## config.mk

```make
export PLATFORM = sky130hd
export DESIGN_NAME = top_n_sorted_insert
export DESIGN_NICKNAME = d
export VERILOG_FILES = /design/src/design/tnsi_pkg.sv /design/src/design/top_n_sorted_insert.sv /design/src/design/tnsi_cell.sv
export VERILOG_INCLUDE_DIRS = /design/src /design/src/design
export SDC_FILE = /design/constraint.sdc
export NUM_CORES = 1
export LEC_CHECK = 0
export BUFFER_PORTS_ARGS = -buffer_cell sky130_fd_sc_hd__buf_2
export CORE_ASPECT_RATIO = 1.75
export CORE_MARGIN = 8
export CORE_UTILIZATION = 57
export CTS_BUF_LIST = sky130_fd_sc_hd__clkbuf_4 sky130_fd_sc_hd__clkbuf_8 sky130_fd_sc_hd__clkbuf_16
export CTS_CLUSTER_DIAMETER = 80
export CTS_CLUSTER_SIZE = 40
export DETAILED_ROUTE_END_ITERATION = 12
export GPL_TIMING_DRIVEN = 0
export PLACE_DENSITY = 0.88
export SYNTH_ARGS = -nofsm -noshare
export SYNTH_HDL_FRONTEND = slang
export SYNTH_SLANG_ARGS = --single-unit
```

## constraint.sdc

```tcl
create_clock -name i_clk -period 5.55 [get_ports i_clk]
set_input_delay 0.555 -clock i_clk [delete_from_list [all_inputs] [get_ports i_clk]]
set_output_delay 0.555 -clock i_clk [all_outputs]
set_load 0.01 [all_outputs]
```

## src/design/top_n_sorted_insert_macros.svh

```systemverilog
// ---------------------------------------------------------------------------
// top_n_sorted_insert assertion macros
// shared concurrent assertion forms for the sorted score table
// ---------------------------------------------------------------------------
`ifndef TOP_N_SORTED_INSERT_MACROS_SVH
`define TOP_N_SORTED_INSERT_MACROS_SVH

// overlapping implication, checked outside reset
`define TNSI_ASSERT_IMP(lbl, clk, rst_n, ante, cons, msg) \
    lbl: assert property (@(posedge clk) disable iff (!(rst_n)) (ante) |-> (cons)) \
        else $error(msg);

// next-cycle implication, checked outside reset
`define TNSI_ASSERT_NXT(lbl, clk, rst_n, ante, cons, msg) \
    lbl: assert property (@(posedge clk) disable iff (!(rst_n)) (ante) |=> (cons)) \
        else $error(msg);

`endif

```

## src/design/tnsi_pkg.sv

```systemverilog
// ---------------------------------------------------------------------------
// tnsi_pkg
// shared sizes and the link type passed between neighbouring table cells
// ---------------------------------------------------------------------------
package tnsi_pkg;

    localparam int ENTRIES    = 8;
    localparam int TAG_BITS   = 16;
    localparam int SCORE_BITS = 32;
    localparam int IDX_BITS   = 3;
    localparam int CNT_BITS   = 4;

    localparam logic MODE_INSERT = 1'b0;
    localparam logic MODE_READ   = 1'b1;

    typedef struct packed {
        logic                  valid;
        logic                  ge;
        logic [SCORE_BITS-1:0] score;
        logic [TAG_BITS-1:0]   tag;
    } t_link;

endpackage

```

## src/design/top_n_sorted_insert.sv

```systemverilog
// ---------------------------------------------------------------------------
// top_n_sorted_insert
// descending table of the best scores with player tags, built as a chain of
// cells; inserts keep ties in arrival order, reads return one entry
// ---------------------------------------------------------------------------
//  channel   | handshake          | payload
//  request   | start / busy       | i_mode, i_player_tag, i_new_score, i_read_index
//  result    | o_strobe           | o_inserted, o_insert_position, o_entry_count,
//            |                    | o_read_valid, o_read_tag, o_read_score
//
//  one request per cycle; busy is never raised
//  the result strobes in the cycle after the request, from the output register
//  every cell compares and shifts in the same cycle
//  reset clears the cell valid bits and the entry count
//  the receiver cannot stall; each result is shown for one cycle only
// ---------------------------------------------------------------------------
`include "top_n_sorted_insert_macros.svh"

module top_n_sorted_insert
    import tnsi_pkg::*;
(
    input  logic                         i_clk,
    input  logic                         i_rst_n,
    input  logic                         start,
    output logic                         busy,
    input  logic                         i_mode,
    input  logic [TAG_BITS-1:0]          i_player_tag,
    input  logic signed [SCORE_BITS-1:0] i_new_score,
    input  logic [IDX_BITS-1:0]          i_read_index,
    output logic                         o_strobe,
    output logic                         o_inserted,
    output logic [IDX_BITS-1:0]          o_insert_position,
    output logic [CNT_BITS-1:0]          o_entry_count,
    output logic                         o_read_valid,
    output logic [TAG_BITS-1:0]          o_read_tag,
    output logic signed [SCORE_BITS-1:0] o_read_score
);

    t_link                 w_link [ENTRIES+1];
    logic [ENTRIES-1:0]    w_ge;
    logic [ENTRIES-1:0]    w_valid;
    logic                  w_ins;
    logic [CNT_BITS-1:0]   w_pos;
    logic                  w_fits;

    logic [CNT_BITS-1:0]   r_count;
    logic [CNT_BITS-1:0]   n_count;
    logic                  r_strobe;
    logic                  r_inserted;
    logic                  n_inserted;
    logic [IDX_BITS-1:0]   r_position;
    logic [IDX_BITS-1:0]   n_position;
    logic                  r_read_valid;
    logic                  n_read_valid;
    logic [TAG_BITS-1:0]   r_read_tag;
    logic [TAG_BITS-1:0]   n_read_tag;
    logic [SCORE_BITS-1:0] r_read_score;
    logic [SCORE_BITS-1:0] n_read_score;

    assign busy  = 1'b0;
    assign w_ins = start && !busy && (i_mode == MODE_INSERT);

    // head of the chain: a virtual entry above slot zero that always wins
    assign w_link[0].valid = 1'b0;
    assign w_link[0].ge    = 1'b1;
    assign w_link[0].score = '0;
    assign w_link[0].tag   = '0;

    genvar g;
    generate
        for (g = 0; g < ENTRIES; g++) begin : g_cell
            tnsi_cell u_cell (
                .i_clk       (i_clk),
                .i_rst_n     (i_rst_n),
                .i_ins       (w_ins),
                .i_new_score (i_new_score),
                .i_new_tag   (i_player_tag),
                .i_prev      (w_link[g]),
                .o_link      (w_link[g+1])
            );
            assign w_ge[g]    = w_link[g+1].ge;
            assign w_valid[g] = w_link[g+1].valid;
        end
    endgenerate

    // ge bits form a prefix of ones, so their count is the slot
    always_comb begin
        w_pos = '0;
        for (int k = 0; k < ENTRIES; k++) begin
            w_pos = w_pos + CNT_BITS'(w_ge[k]);
        end
    end

    assign w_fits = !w_ge[ENTRIES-1];

    always_comb begin
        n_count      = r_count;
        n_inserted   = 1'b0;
        n_position   = '0;
        n_read_valid = 1'b0;
        n_read_tag   = '0;
        n_read_score = '0;
        case (i_mode)
            MODE_INSERT: begin
                if (w_fits) begin
                    n_inserted = 1'b1;
                    n_position = w_pos[IDX_BITS-1:0];
                    if (r_count < CNT_BITS'(ENTRIES)) begin
                        n_count = r_count + 1'b1;
                    end
                end
            end
            MODE_READ: begin
                if ({1'b0, i_read_index} < r_count) begin
                    n_read_valid = 1'b1;
                    n_read_tag   = w_link[CNT_BITS'(i_read_index) + CNT_BITS'(1)].tag;
                    n_read_score = w_link[CNT_BITS'(i_read_index) + CNT_BITS'(1)].score;
                end
            end
            default: begin
                n_count = r_count;
            end
        endcase
    end

    always_ff @(posedge i_clk) begin
        if (!i_rst_n) begin
            r_count  <= '0;
            r_strobe <= 1'b0;
        end else begin
            r_strobe <= start && !busy;
            if (start && !busy) begin
                r_count <= n_count;
            end
        end
        r_inserted   <= n_inserted;
        r_position   <= n_position;
        r_read_valid <= n_read_valid;
        r_read_tag   <= n_read_tag;
        r_read_score <= n_read_score;
    end

    assign o_strobe          = r_strobe;
    assign o_inserted        = r_inserted;
    assign o_insert_position = r_position;
    assign o_entry_count     = r_count;
    assign o_read_valid      = r_read_valid;
    assign o_read_tag        = r_read_tag;
    assign o_read_score      = r_read_score;

    `TNSI_ASSERT_NXT(a_result_follows, i_clk, i_rst_n, start && !busy, o_strobe, "missing result")
    `TNSI_ASSERT_IMP(a_count_matches, i_clk, i_rst_n, 1'b1, $countones(w_valid) == r_count, "count and valid bits disagree")
    `TNSI_ASSERT_IMP(a_pos_in_range, i_clk, i_rst_n, o_strobe && o_inserted, {1'b0, o_insert_position} < o_entry_count, "insert position beyond count")
    `TNSI_ASSERT_IMP(a_read_excl, i_clk, i_rst_n, o_strobe && o_read_valid, !o_inserted, "read and insert both flagged")

endmodule

```

## src/design/tnsi_cell.sv

```systemverilog
// ---------------------------------------------------------------------------
// tnsi_cell
// one table slot: compares against the incoming score, then keeps its entry,
// takes the new entry, or takes its upper neighbour's entry
// ---------------------------------------------------------------------------
module tnsi_cell
    import tnsi_pkg::*;
(
    input  logic                  i_clk,
    input  logic                  i_rst_n,
    input  logic                  i_ins,
    input  logic [SCORE_BITS-1:0] i_new_score,
    input  logic [TAG_BITS-1:0]   i_new_tag,
    input  t_link                 i_prev,
    output t_link                 o_link
);

    logic                  r_valid;
    logic [SCORE_BITS-1:0] r_score;
    logic [TAG_BITS-1:0]   r_tag;
    logic                  n_valid;
    logic [SCORE_BITS-1:0] n_score;
    logic [TAG_BITS-1:0]   n_tag;
    logic                  w_ge;

    assign w_ge = r_valid && ($signed(r_score) >= $signed(i_new_score));

    always_comb begin
        n_valid = r_valid;
        n_score = r_score;
        n_tag   = r_tag;
        if (i_ins && !w_ge) begin
            if (i_prev.ge) begin
                n_valid = 1'b1;
                n_score = i_new_score;
                n_tag   = i_new_tag;
            end else begin
                n_valid = i_prev.valid;
                n_score = i_prev.score;
                n_tag   = i_prev.tag;
            end
        end
    end

    always_ff @(posedge i_clk) begin
        if (!i_rst_n) begin
            r_valid <= 1'b0;
        end else begin
            r_valid <= n_valid;
        end
        r_score <= n_score;
        r_tag   <= n_tag;
    end

    assign o_link.valid = r_valid;
    assign o_link.ge    = w_ge;
    assign o_link.score = r_score;
    assign o_link.tag   = r_tag;

endmodule

```

==> flow_metrics.py <==
metrics = {
    "routing": {
        "drt_iter0_drc": 2174,
        "viasPerCell": 6.935,
        "dr.pass1.iters": 5,
        "ant_nets": 0,
        "wirelength_mm": 82.50,
        "via_count": 19340,
        "route.detailed.drc": 0,
        "wl_per_cell_um": 29.58,
    },
    "critical_path": {
        "r2r_start": "g_cell[0].u_cell.r_score[14]",
        "cp-end-kind": "register",
        "required_ns": 6.08,
        "critPathArrivalTime_ns": 6.09,
        "crit_fanout": 10,
        "r2r_end": "o_insert_position[2]",
        "r2r_setup_slack_ns": -0.01,
        "worstSetupStartpointType": "register",
        "rr_worst_depth": 20,
        "path_class": "reg -> reg",
    },
    "clocking": {
        "clk_pin_slew_ns": 0.16,
        "cts_hold_buf": 0,
        "clockRootBuffer": "clkbuf_16",
        "cts_tree": "done",
        "ctsHtreeMaxLevel": 1,
        "cts_made_buffers": 16,
        "cts_sinks": 450,
        "ctsLongestPathBuffers": 3,
        "clkLatencyLatePin_ns": 0.60,
    },
    "power": {
        "p_clk_share_pct": 24.2,
        "swShare_pct": 29.27,
        "p_sw_mw": 2.098,
        "power_frac_seq_pct": 55.9,
        "vdd.ir_drop.worst_mv": 0.2444,
        "combPwrFrac_pct": 19.9,
        "powerDensity_nw_per_um2": 250.8,
        "intPower_mw": 5.071,
        "power_mw": 7.169,
        "p_leak_nw": 11.16,
    },
    "layout": {
        "finalInstanceArea_sq_um": 28580,
        "n_fill_cell": 3384,
        "mostFrequentLayoutCells": "384 x edfxtp_1, 307 x mux2_2, 261 x ha_1, 135 x a21oi_1, 126 x nor2_1",
        "final_nets": 2511,
        "seqCellArea_sq_um": 12850,
        "finalNonFillerCells": 2789,
        "final_util_pct": 62.22,
        "layout-drive-gt1-share_pct": 26.27,
        "layout_commonest_cell": "edfxtp_1",
        "area_growth_pct": 8.265,
        "multiInputGateArea_sq_um": 13020,
    },
    "yosys": {
        "synth_ff_type": "edfxtp_1",
        "synth_edf_count": 384,
        "ys_warn_count": 0,
        "synth_top_area_share_pct": 43.68,
        "synth_nets": 2370,
        "ys_seq_elements": 450,
        "synth.cell_area_sq_um": 26400,
        "synth_area_per_cell_sq_um": 12.88,
        "yosysUniqueCellTypes": 68,
        "yosysTopAreaCell": "edfxtp_1",
        "netlist_instances": 2049,
        "synthTopCellsByArea": "edfxtp_1 44%, mux2_2 13%, ha_1 12%",
        "ys_seq_area_share_pct": 48.68,
        "synth-async-reset-ratio_pct": 0,
    },
    "floorplanning": {
        "ioPinCount": 114,
        "die_width_um": 178.7,
        "fp.dieArea_sq_um": 53730,
        "core_area_sq_um": 45930,
        "rows": 104,
        "dieHeight_um": 300.7,
        "start_util_pct": 57.47,
    },
    "sta": {
        "finClkSkew_ns": 0.06125,
        "slew_headroom_pct": 17.06,
        "fin_hold_ws_ns": 0.2259,
        "fin_crit_ns": 5.560,
        "setup_viol": 2,
        "fin_tns_setup_ns": -0.01575,
        "finalHoldViolCount": 0,
        "worst_pin_slew_ns": 1.240,
        "period_share_pct": 100.2,
        "slew_viol_final": 0,
        "worst_slack_ns": -0.009609,
        "max_freq_ghz": 0.1799,
    },
    "placement": {
        "io_buffers": 112,
        "place_ws_ns": -1.081,
        "gp_congestion": 0.9933,
        "place_hpwl_mm": 60.16,
        "placed_cell_area_sq_um": 27940,
        "dp_cells": 2753,
    },
    "grt": {
        "antenna_found_initial": 7,
        "grt_pass1_wl_mm": 122.9,
        "gr-total-overflow": 0,
        "grt_max_degree": 49,
        "track_usage_pct": 30.64,
        "grt_pass1_vias": 20010,
    },
    "worst_hold_path": {
        "whs_endpoint": "g_cell[0].u_cell.r_tag[1]",
        "hold_class": "in -> reg",
        "min_path_cells": 1,
        "hp-start": "i_player_tag[1]",
    },
    "run": {
        "cap_violations": 0,
    },
    "outcome": {
        "violations": "negative setup slack",
        "status": "complete, but fails checks",
    },
}
-- metal layers --
metal	track usage [%]	vias to the layer above	routed length [um]
li1	-	8222	-
met1	33.14	9374	26250
met2	50.92	1322	40860
met3	4.933	419	6978
met4	27.20	4	8382
met5	0	-	23
-- flip-flops by register name (all words and copies together), names as in the netlist --
register and count:
g_cell.u_cell.r_score 256, g_cell.u_cell.r_tag 128, g_cell.u_cell.r_valid 8, o_entry_count 4, o_insert_position 3, o_inserted 1, o_read_score 32, o_read_tag 16
o_read_valid 1, o_strobe 1
-- layout make-up --
cell class                      instances  share of cell area [%]
Multi-Input combinational cell       1441                   45.55
Timing Repair Buffer                  124                   2.749
Clock inverter                          7                  0.3502
Clock buffer                           21                   1.532
Antenna cell                            6                 0.05253
Inverter                               63                  0.8274
Tap cell                              583                   2.552
Sequential cell                       450                   44.97
Buffer                                 94                   1.423
-- what timing repair did --
action / CTS / global route
pin swaps: 1 / 2
setup endpoints to repair: 3 / 2
buffers inserted: 1 / 2
gates resized for setup: 9 / 16
-- cells in the mapped netlist (all sizes together), types with 12 or more instances --
cell type / number
nand2: 94
mux2: 336
nand4: 48
clkbuf: 66
nor2: 131
buf: 29
a21o: 40
a22oi: 49
inv: 63
edfxtp: 384
o21ai: 77
dfxtp: 66
mux4: 48
nor3: 13
a21oi: 135
nor2b: 12
nand3: 23
ha: 262
mux2i: 52
-- worst max-delay path, cell delays in order, from the launching register on --
cell and delay [ns]:
edfxtp_1 0.53, ha_4 0.33, nand3_2 0.13, nor3_4 0.44, nand4_1 0.17, buf_4 0.20, o21bai_1 0.26, a21o_1 0.24
a211oi_4 0.26, inv_2 0.06, buf_6 0.16, buf_6 0.18, fa_1 0.53, fa_1 0.56, inv_1 0.06, fa_1 0.54
ha_1 0.14, inv_1 0.05, fa_1 0.37, xor2_1 0.15, nor3_1 0.13
-- cell families after synthesis --
group	synth area share [%]
other	0.01420
AO/OA/AOI/OAI	9.104
AND/OR/NAND/NOR	6.180
adder cells (fa/ha/maj)	12.72
flip-flops	48.68
buffers and inverters	2.422
XOR/XNOR	0.06636
multiplexers	20.81
-- worst max-delay path by stage --
stage,start,to,slack [ns],cells past startpoint
2_1_floorplan,i_new_score[5],o_insert_position[2],0.35,20
3_3_place_gp,i_new_score[1],g_cell[5].u_cell.r_score[16],-2.46,12
3_5_place_dp,i_new_score[13],o_insert_position[1],-1.08,19
4_1_cts,g_cell[3].u_cell.r_score[13],o_insert_position[1],0.002,17
5_1_grt,g_cell[0].u_cell.r_score[14],o_insert_position[1],-0.05,19
6_report,g_cell[0].u_cell.r_score[14],o_insert_position[2],-0.01,20
-- power groups by stage --
stage                     clock network (mW)  registers [mW]  logic [mW]
after detailed placement                   0            4.08        1.38
final                                   1.73            4.01        1.43
after floorplan                            0            4.04       0.886
after CTS                               1.72            4.00        1.39
after global routing                    1.82            4.02        1.53
after global placement                     0            4.08        1.29
Note: power is estimated with default switching activity, not from simulation.
